$ cat config.mk
export PLATFORM = sky130hd
export DESIGN_NAME = utf8_to_utf16_stream_decoder_top
export DESIGN_NICKNAME = d
export VERILOG_FILES = /design/src/hw/rtl/u8u16_pkg.sv /design/src/hw/rtl/u8u16_dec.sv /design/src/hw/rtl/u8u16_fifo.sv /design/src/hw/rtl/utf8_to_utf16_stream_decoder_top.sv
export SDC_FILE = /design/constraint.sdc
export NUM_CORES = 1
export LEC_CHECK = 0
export ABC_AREA = 1
export BUFFER_PORTS_ARGS = -buffer_cell sky130_fd_sc_hd__buf_2
export CAP_MARGIN = 40
export CELL_PAD_IN_SITES_DETAIL_PLACEMENT = 0
export CELL_PAD_IN_SITES_GLOBAL_PLACEMENT = 1
export CORE_ASPECT_RATIO = 1.25
export CORE_MARGIN = 5
export CORE_UTILIZATION = 35
export DETAILED_ROUTE_END_ITERATION = 8
export GPL_ROUTABILITY_DRIVEN = 0
export HOLD_SLACK_MARGIN = 0.02
export PLACE_DENSITY_LB_ADDON = 0.25
export SYNTH_ARGS = -nofsm -noshare
export SYNTH_HDL_FRONTEND = slang
export SYNTH_SLANG_ARGS = --single-unit
$ cat constraint.sdc
create_clock -name clk_i -period 4.1 [get_ports clk_i]
set_clock_uncertainty 0.15 [all_clocks]
set_input_delay 0.205 -clock clk_i [delete_from_list [all_inputs] [get_ports clk_i]]
set_output_delay 0.205 -clock clk_i [all_outputs]
set_load 0.01 [all_outputs]
$ cat src/hw/rtl/u8u16_pkg.sv
`timescale 1ns / 1ps
// Shared types and constants for the UTF-8 to UTF-16 stream decoder.
package u8u16_pkg;

  localparam logic [7:0]  AsciiMask   = 8'h80;
  localparam logic [7:0]  Lead3Mask   = 8'hF0;
  localparam logic [7:0]  Lead3Value  = 8'hE0;
  localparam logic [7:0]  Lead2Mask   = 8'hE0;
  localparam logic [7:0]  Lead2Value  = 8'hC0;
  localparam logic [7:0]  LeadBits    = 8'h1F;
  localparam logic [7:0]  ContBits    = 8'h3F;
  localparam logic [15:0] Replacement = 16'h003F;
  localparam logic [15:0] MaxUnitsRst = 16'hFFFF;

  // Number of results one byte produces.
  localparam logic [1:0] NoResult  = 2'd0;
  localparam logic [1:0] OneResult = 2'd1;
  localparam logic [1:0] TwoResult = 2'd2;

  // Continuation bytes still expected.
  localparam logic [1:0] PendNone = 2'd0;
  localparam logic [1:0] PendOne  = 2'd1;
  localparam logic [1:0] PendTwo  = 2'd2;

  typedef struct packed {
    logic [15:0] code_unit;
    logic        is_end;
    logic [15:0] unit_count;
  } res_t;

  typedef struct packed {
    logic [1:0]  bytes_pending;
    logic [15:0] accumulator;
    logic [15:0] units_emitted;
    logic        limit_reached;
  } dec_state_t;

endpackage

$ cat src/hw/rtl/u8u16_dec.sv
`timescale 1ns / 1ps
// Per-byte decode step: next string state and up to two results.
module u8u16_dec (
  input  u8u16_pkg::dec_state_t state_i,
  input  logic [15:0]           max_units_i,
  input  logic [7:0]            in_byte_i,
  output u8u16_pkg::dec_state_t state_o,
  output logic [1:0]            num_res_o,
  output u8u16_pkg::res_t       res0_o,
  output u8u16_pkg::res_t       res1_o
);
  import u8u16_pkg::*;

  logic [15:0] acc_or;
  logic [15:0] ue_inc;
  logic [15:0] lead_acc;

  assign acc_or   = state_i.accumulator | {10'd0, in_byte_i[5:0] & ContBits[5:0]};
  assign ue_inc   = 16'(state_i.units_emitted + 16'd1);
  assign lead_acc = {5'd0, in_byte_i[4:0] & LeadBits[4:0], 6'd0};

  always_comb begin
    state_o   = state_i;
    num_res_o = NoResult;
    res0_o    = '0;
    res1_o    = '0;
    if (in_byte_i == 8'd0) begin
      // Flush any partial unit, then the terminator; clear the string.
      state_o = '0;
      if (state_i.bytes_pending != PendNone) begin
        num_res_o          = TwoResult;
        res0_o.code_unit   = state_i.accumulator;
        res1_o.is_end      = 1'b1;
        res1_o.unit_count  = ue_inc;
      end else begin
        num_res_o         = OneResult;
        res0_o.is_end     = 1'b1;
        res0_o.unit_count = state_i.units_emitted;
      end
    end else if (state_i.bytes_pending != PendNone) begin
      // Take any nonzero byte as a continuation.
      state_o.bytes_pending = 2'(state_i.bytes_pending - 2'd1);
      if (state_i.bytes_pending == PendOne) begin
        num_res_o             = OneResult;
        res0_o.code_unit      = acc_or;
        state_o.units_emitted = ue_inc;
        state_o.accumulator   = '0;
      end else begin
        state_o.accumulator = {acc_or[9:0], 6'd0};
      end
    end else if (state_i.limit_reached || (state_i.units_emitted >= max_units_i)) begin
      state_o.limit_reached = 1'b1;
    end else if ((in_byte_i & AsciiMask) == 8'd0) begin
      num_res_o             = OneResult;
      res0_o.code_unit      = {8'd0, in_byte_i};
      state_o.units_emitted = ue_inc;
    end else if ((in_byte_i & Lead2Mask) == Lead2Value) begin
      state_o.accumulator   = lead_acc;
      state_o.bytes_pending = PendOne;
    end else if ((in_byte_i & Lead3Mask) == Lead3Value) begin
      state_o.accumulator   = lead_acc;
      state_o.bytes_pending = PendTwo;
    end else begin
      num_res_o             = OneResult;
      res0_o.code_unit      = Replacement;
      state_o.units_emitted = ue_inc;
    end
  end

endmodule

$ cat src/hw/rtl/u8u16_fifo.sv
`timescale 1ns / 1ps
// Four-entry result queue taking up to two results per cycle.
module u8u16_fifo (
  input  logic            clk_i,
  input  logic            rst_ni,
  input  logic [1:0]      push_cnt_i,
  input  u8u16_pkg::res_t push0_i,
  input  u8u16_pkg::res_t push1_i,
  output logic            space_o,
  input  logic            pop_i,
  output logic            valid_o,
  output u8u16_pkg::res_t head_o
);
  import u8u16_pkg::*;

  res_t        mem_q [4];
  logic [1:0]  wr_ptr_q, wr_ptr_d;
  logic [1:0]  rd_ptr_q, rd_ptr_d;
  logic [2:0]  count_q, count_d;
  logic        do_pop;

  assign valid_o = (count_q != 3'd0);
  assign space_o = (count_q <= 3'd2);
  assign head_o  = mem_q[rd_ptr_q];
  assign do_pop  = pop_i && valid_o;

  always_comb begin
    wr_ptr_d = 2'(wr_ptr_q + push_cnt_i);
    rd_ptr_d = do_pop ? 2'(rd_ptr_q + 2'd1) : rd_ptr_q;
    count_d  = 3'(count_q + {1'b0, push_cnt_i} - {2'd0, do_pop});
  end

  always_ff @(posedge clk_i or negedge rst_ni) begin
    if (!rst_ni) begin
      wr_ptr_q <= '0;
      rd_ptr_q <= '0;
      count_q  <= '0;
    end else begin
      wr_ptr_q <= wr_ptr_d;
      rd_ptr_q <= rd_ptr_d;
      count_q  <= count_d;
    end
  end

  always_ff @(posedge clk_i) begin
    if (push_cnt_i != NoResult) begin
      mem_q[wr_ptr_q] <= push0_i;
    end
    if (push_cnt_i == TwoResult) begin
      mem_q[2'(wr_ptr_q + 2'd1)] <= push1_i;
    end
  end

endmodule

$ cat src/hw/rtl/utf8_to_utf16_stream_decoder_top.sv
`timescale 1ns / 1ps
// Top level of the UTF-8 to UTF-16 stream decoder.
// Results are registered in the result queue and offered on m_axis from its head.
// Throughput: one byte per cycle while the queue has space; a zero byte ending a
//   partial sequence yields two results, sent one by one by the single-read queue.
// Reset (rst_ni low, asynchronous): string state and queue clear, max_units = 65535.
// The queue accepts a byte only while two free slots remain.
module utf8_to_utf16_stream_decoder_top (
  input  logic        clk_i,
  input  logic        rst_ni,
  // Configuration: max_units
  input  logic        cfg_valid_i,
  output logic        cfg_ready_o,
  input  logic [15:0] cfg_data_i,
  // Byte input
  input  logic        s_axis_tvalid,
  output logic        s_axis_tready,
  input  logic [7:0]  s_axis_tdata,   // [7:0] in_byte
  // Code unit output
  output logic        m_axis_tvalid,
  input  logic        m_axis_tready,
  output logic [31:0] m_axis_tdata,   // [15:0] code_unit, [31:16] unit_count
  output logic        m_axis_tlast    // is_end
);
  import u8u16_pkg::*;

  logic [15:0] max_units_q;
  dec_state_t  state_q, state_d;
  logic [1:0]  num_res;
  logic [1:0]  push_cnt;
  res_t        res0, res1, head;
  logic        in_xfer;
  logic        space;

  // Always ready; unenforced rule: the sender writes only while no byte is in flight.
  assign cfg_ready_o = 1'b1;

  always_ff @(posedge clk_i or negedge rst_ni) begin
    if (!rst_ni) begin
      max_units_q <= MaxUnitsRst;
    end else if (cfg_valid_i) begin
      max_units_q <= cfg_data_i;
    end
  end

  assign s_axis_tready = space;
  assign in_xfer       = s_axis_tvalid && s_axis_tready;

  u8u16_dec u_dec (
    .state_i     (state_q),
    .max_units_i (max_units_q),
    .in_byte_i   (s_axis_tdata),
    .state_o     (state_d),
    .num_res_o   (num_res),
    .res0_o      (res0),
    .res1_o      (res1)
  );

  // Advance the string state only on a byte transfer.
  always_ff @(posedge clk_i or negedge rst_ni) begin
    if (!rst_ni) begin
      state_q <= '0;
    end else if (in_xfer) begin
      state_q <= state_d;
    end
  end

  assign push_cnt = in_xfer ? num_res : NoResult;

  u8u16_fifo u_fifo (
    .clk_i      (clk_i),
    .rst_ni     (rst_ni),
    .push_cnt_i (push_cnt),
    .push0_i    (res0),
    .push1_i    (res1),
    .space_o    (space),
    .pop_i      (m_axis_tready),
    .valid_o    (m_axis_tvalid),
    .head_o     (head)
  );

  assign m_axis_tdata = {head.unit_count, head.code_unit};
  assign m_axis_tlast = head.is_end;

endmodule

==> flow_summary.toml <==
[outcome]
outcome = "finished, final reports clean"

[setup_path]
r2r_start = "max_units_q[13]"
crit_start = "max_units_q[13]"
startpoint_type = "register"
reg2reg_to = "u_fifo.count_q[2]"
regToRegSetupSlack_ns = 0.86
worstSetupPathType = "reg -> reg"
required_ns = 4.32
rr_worst_depth = 16
cp-end-kind = "register"
worstPathArrival_ns = 3.46
worst-path-max-fanout = 4
endpoint = "u_fifo.count_q[2]"

[yosys]
netlist_area_sq_um = 9700
yosys.area.top_type_share = 0.210
synth_edf_count = 68
synth_flop_cell = "edfxtp_1"
synthTopCellsByArea = "edfxtp_1 (21%), dfxtp_1 (13%), nand2_1 (12%)"
syn_nets = 1322
ys_seq_elements = 184
synth_commonest_cells = "nand2_1 (308), nor2_1 (194), inv_1 (167), o21ai_0 (94), edfxtp_1 (68)"
ys_seq_area_frac = 0.479
synth.most_common_cell = "nand2_1"
synthCells = 1271
yosysUniqueCellTypes = 37
synthArstFlopShare = 0.283
syn_area_per_cell_sq_um = 7.63
synth_warnings = 0
yosysTopAreaCell = "edfxtp_1"

[sta]
hold_slack_ns = 0.0331
period_minus_slack_ns = 3.24
rsz0062_at_grt = "false"
slew_violations = 0
slew_headroom = 0.397
tightest_slew_ns = 0.896
setup_viol = 0
fmax_mhz = 308
hold_violations = 0
fin_crit_sh = 0.791
tns_ns = 0

[detailed_routing]
dr.pass1.iters = 7
postRouteAntennaNets = 0
drt_wl_total_microns = 28300
drtIter0Drc = 556
wl_per_cell_microns = 16.6
route.detailed.drc = 0
vias_per_cell = 4.83
vias = 8243

[clock_tree]
cts_buffers = 17
clock_latency_ns = 0.44
cts_max_level = 4
cts.sinks = 184
path_clk_slew_ns = 0.07
cts_tree = "yes"
root_buffer = "clkbuf_16"
post_cts_buffers = 0
cts_buffer_depth = 2

[power_and_ir_drop]
vdd_drop_max_mv = 0.322
powerDensity_nw_per_um2 = 679
leakage_nw = 5.53

[floorplan]
rows = 68
initial_utilization = 0.353
pin_count = 65
dieArea_sq_um = 31200
die_y_microns = 196
coreArea_sq_um = 27500
die_w_microns = 159

[run]
cap_violations = 0

[global_route]
grt.total_usage = 0.182
grt_pass1_vias = 8114
grt_pass1_wl_microns = 45000
grt-ovfl-total = 0
grt_max_degree = 53
antenna_found_initial = 0

[placed_design]
dpl-instance-area_sq_um = 10400
port-buffer-count = 63
hpwlAfterDp_microns = 18500

[final_layout]
drive_gt1_frac = 0.128
final_cell_area_sq_um = 11100
nets = 1393
fin_util = 0.405
diodes = 0
area_delta_synth_final_pct = 14.8

[min_path]
min_path_type = "in -> reg"
==> what timing repair did <==
item	in CTS	in global routing
hold buffers	23	0
resized for setup	0	0
endpoints found under the hold margin	38	0
==> registers in the layout (all words and copies together) (netlist names) <==
signal           flops
u_fifo.count_q       3
u_fifo.wr_ptr_q      2
state_q             29
u_fifo.mem_q       132
u_fifo.rd_ptr_q      2
max_units_q         16
==> how the worst min path moves through the flow <==
stage	startpoint	end	slack [ns]	depth (start not counted)
finish	cfg_valid_i	max_units_q[13]	0.03	3
global route	cfg_valid_i	max_units_q[14]	0.07	3
CTS	cfg_valid_i	max_units_q[13]	0.02	3
detailed placement	rst_ni	u_fifo.count_q[0]	0.01	1
global placement	rst_ni	u_fifo.count_q[0]	0.01	1
floorplan	rst_ni	state_q[0]	-0.24	0
==> layer usage <==
layer  vias up  track usage  wire length, microns
met4         0       0.0585                   690
met3        46       0.0305                  1140
met5         -            0                     0
met2       194        0.314                 13700
li1       4225            -                     -
met1      3778        0.232                 12700
==> stage by stage <==
stage	instances	total power, W	worst slack (ns)
global route	1705	0.00820	0.474
detailed placement	1650	0.00610	0.831
finish	1705	0.00756	0.858
global placement	1649	0.00604	0.855
CTS	1705	0.00764	0.815
floorplan	1271	0.00494	0.867
==> cells by family after synthesis <==
kind of cell,Yosys count,share of synthesized area
AO/OA/AOI/OAI,244,0.142
adder cells (fa/ha/maj),22,0.0291
multiplexers,1,0.00116
buffers and inverters,236,0.0969
flip-flops,184,0.479
AND/OR/NAND/NOR,566,0.237
other,1,0.000387
XOR/XNOR,17,0.0153
==> critical path, stage by stage (launching register included) <==
cell and delay, ns:
dfstp_2 0.52, inv_1 0.05, ha_1 0.30, nand2_1 0.07
inv_1 0.03, o21ai_0 0.14, nand3_1 0.08, nor2_1 0.16
nand3_1 0.23, nand2_2 0.12, inv_1 0.04, nor3_1 0.28
ha_1 0.21, inv_1 0.05, fa_1 0.37, xnor2_1 0.19
xor2_1 0.17
==> layout make-up <==
class / instances / area (sq um)
Clock buffer: 20 / 437
Clock inverter: 12 / 75.1
Fill cell: 2884 / 16300
Inverter: 177 / 664
Multi-Input combinational cell: 851 / 4130
Sequential cell: 184 / 4650
Tap cell: 350 / 438
Timing Repair Buffer: 111 / 746
==> power breakdown <==
group / switching, W / internal, W / leakage (nW) / total [W]
Combinational: 0.00222 / 0.00109 / 3.48 / 0.00330
Sequential: 0.000312 / 0.00243 / 1.79 / 0.00274
Clock: 0.000737 / 0.000774 / 0.263 / 0.00151
==> cell usage in the layout, fill, tap and decap left out, types with 2 or more instances in the layout <==
| cell | count |
|---|---|
| inv_6 | 2 |
| dfrtp_1 | 35 |
| buf_2 | 63 |
| o21ai_1 | 21 |
| a21oi_2 | 3 |
| buf_4 | 24 |
| clkinv_2 | 6 |
| dlygate4sd3_1 | 23 |
| xor2_1 | 15 |
| a21oi_1 | 64 |
| nor2_4 | 3 |
| nor2_2 | 4 |
| nor3_1 | 5 |
| inv_1 | 167 |
| inv_2 | 8 |
| o21ai_0 | 94 |
| edfxtp_1 | 68 |
| clkbuf_1 | 3 |
| nor2_1 | 194 |
| clkbuf_16 | 17 |
| dfxtp_1 | 64 |
| o31ai_1 | 6 |
| nand3_2 | 5 |
| ha_1 | 21 |
| nand2_2 | 4 |
| inv_4 | 3 |
| dfstp_2 | 16 |
| o22ai_2 | 9 |
| o22ai_1 | 46 |
| nand3_1 | 20 |
| clkinv_1 | 2 |
| nand4_1 | 21 |
| xnor2_1 | 2 |
| nand2_1 | 308 |
Note: power is estimated with default switching activity, not from simulation.
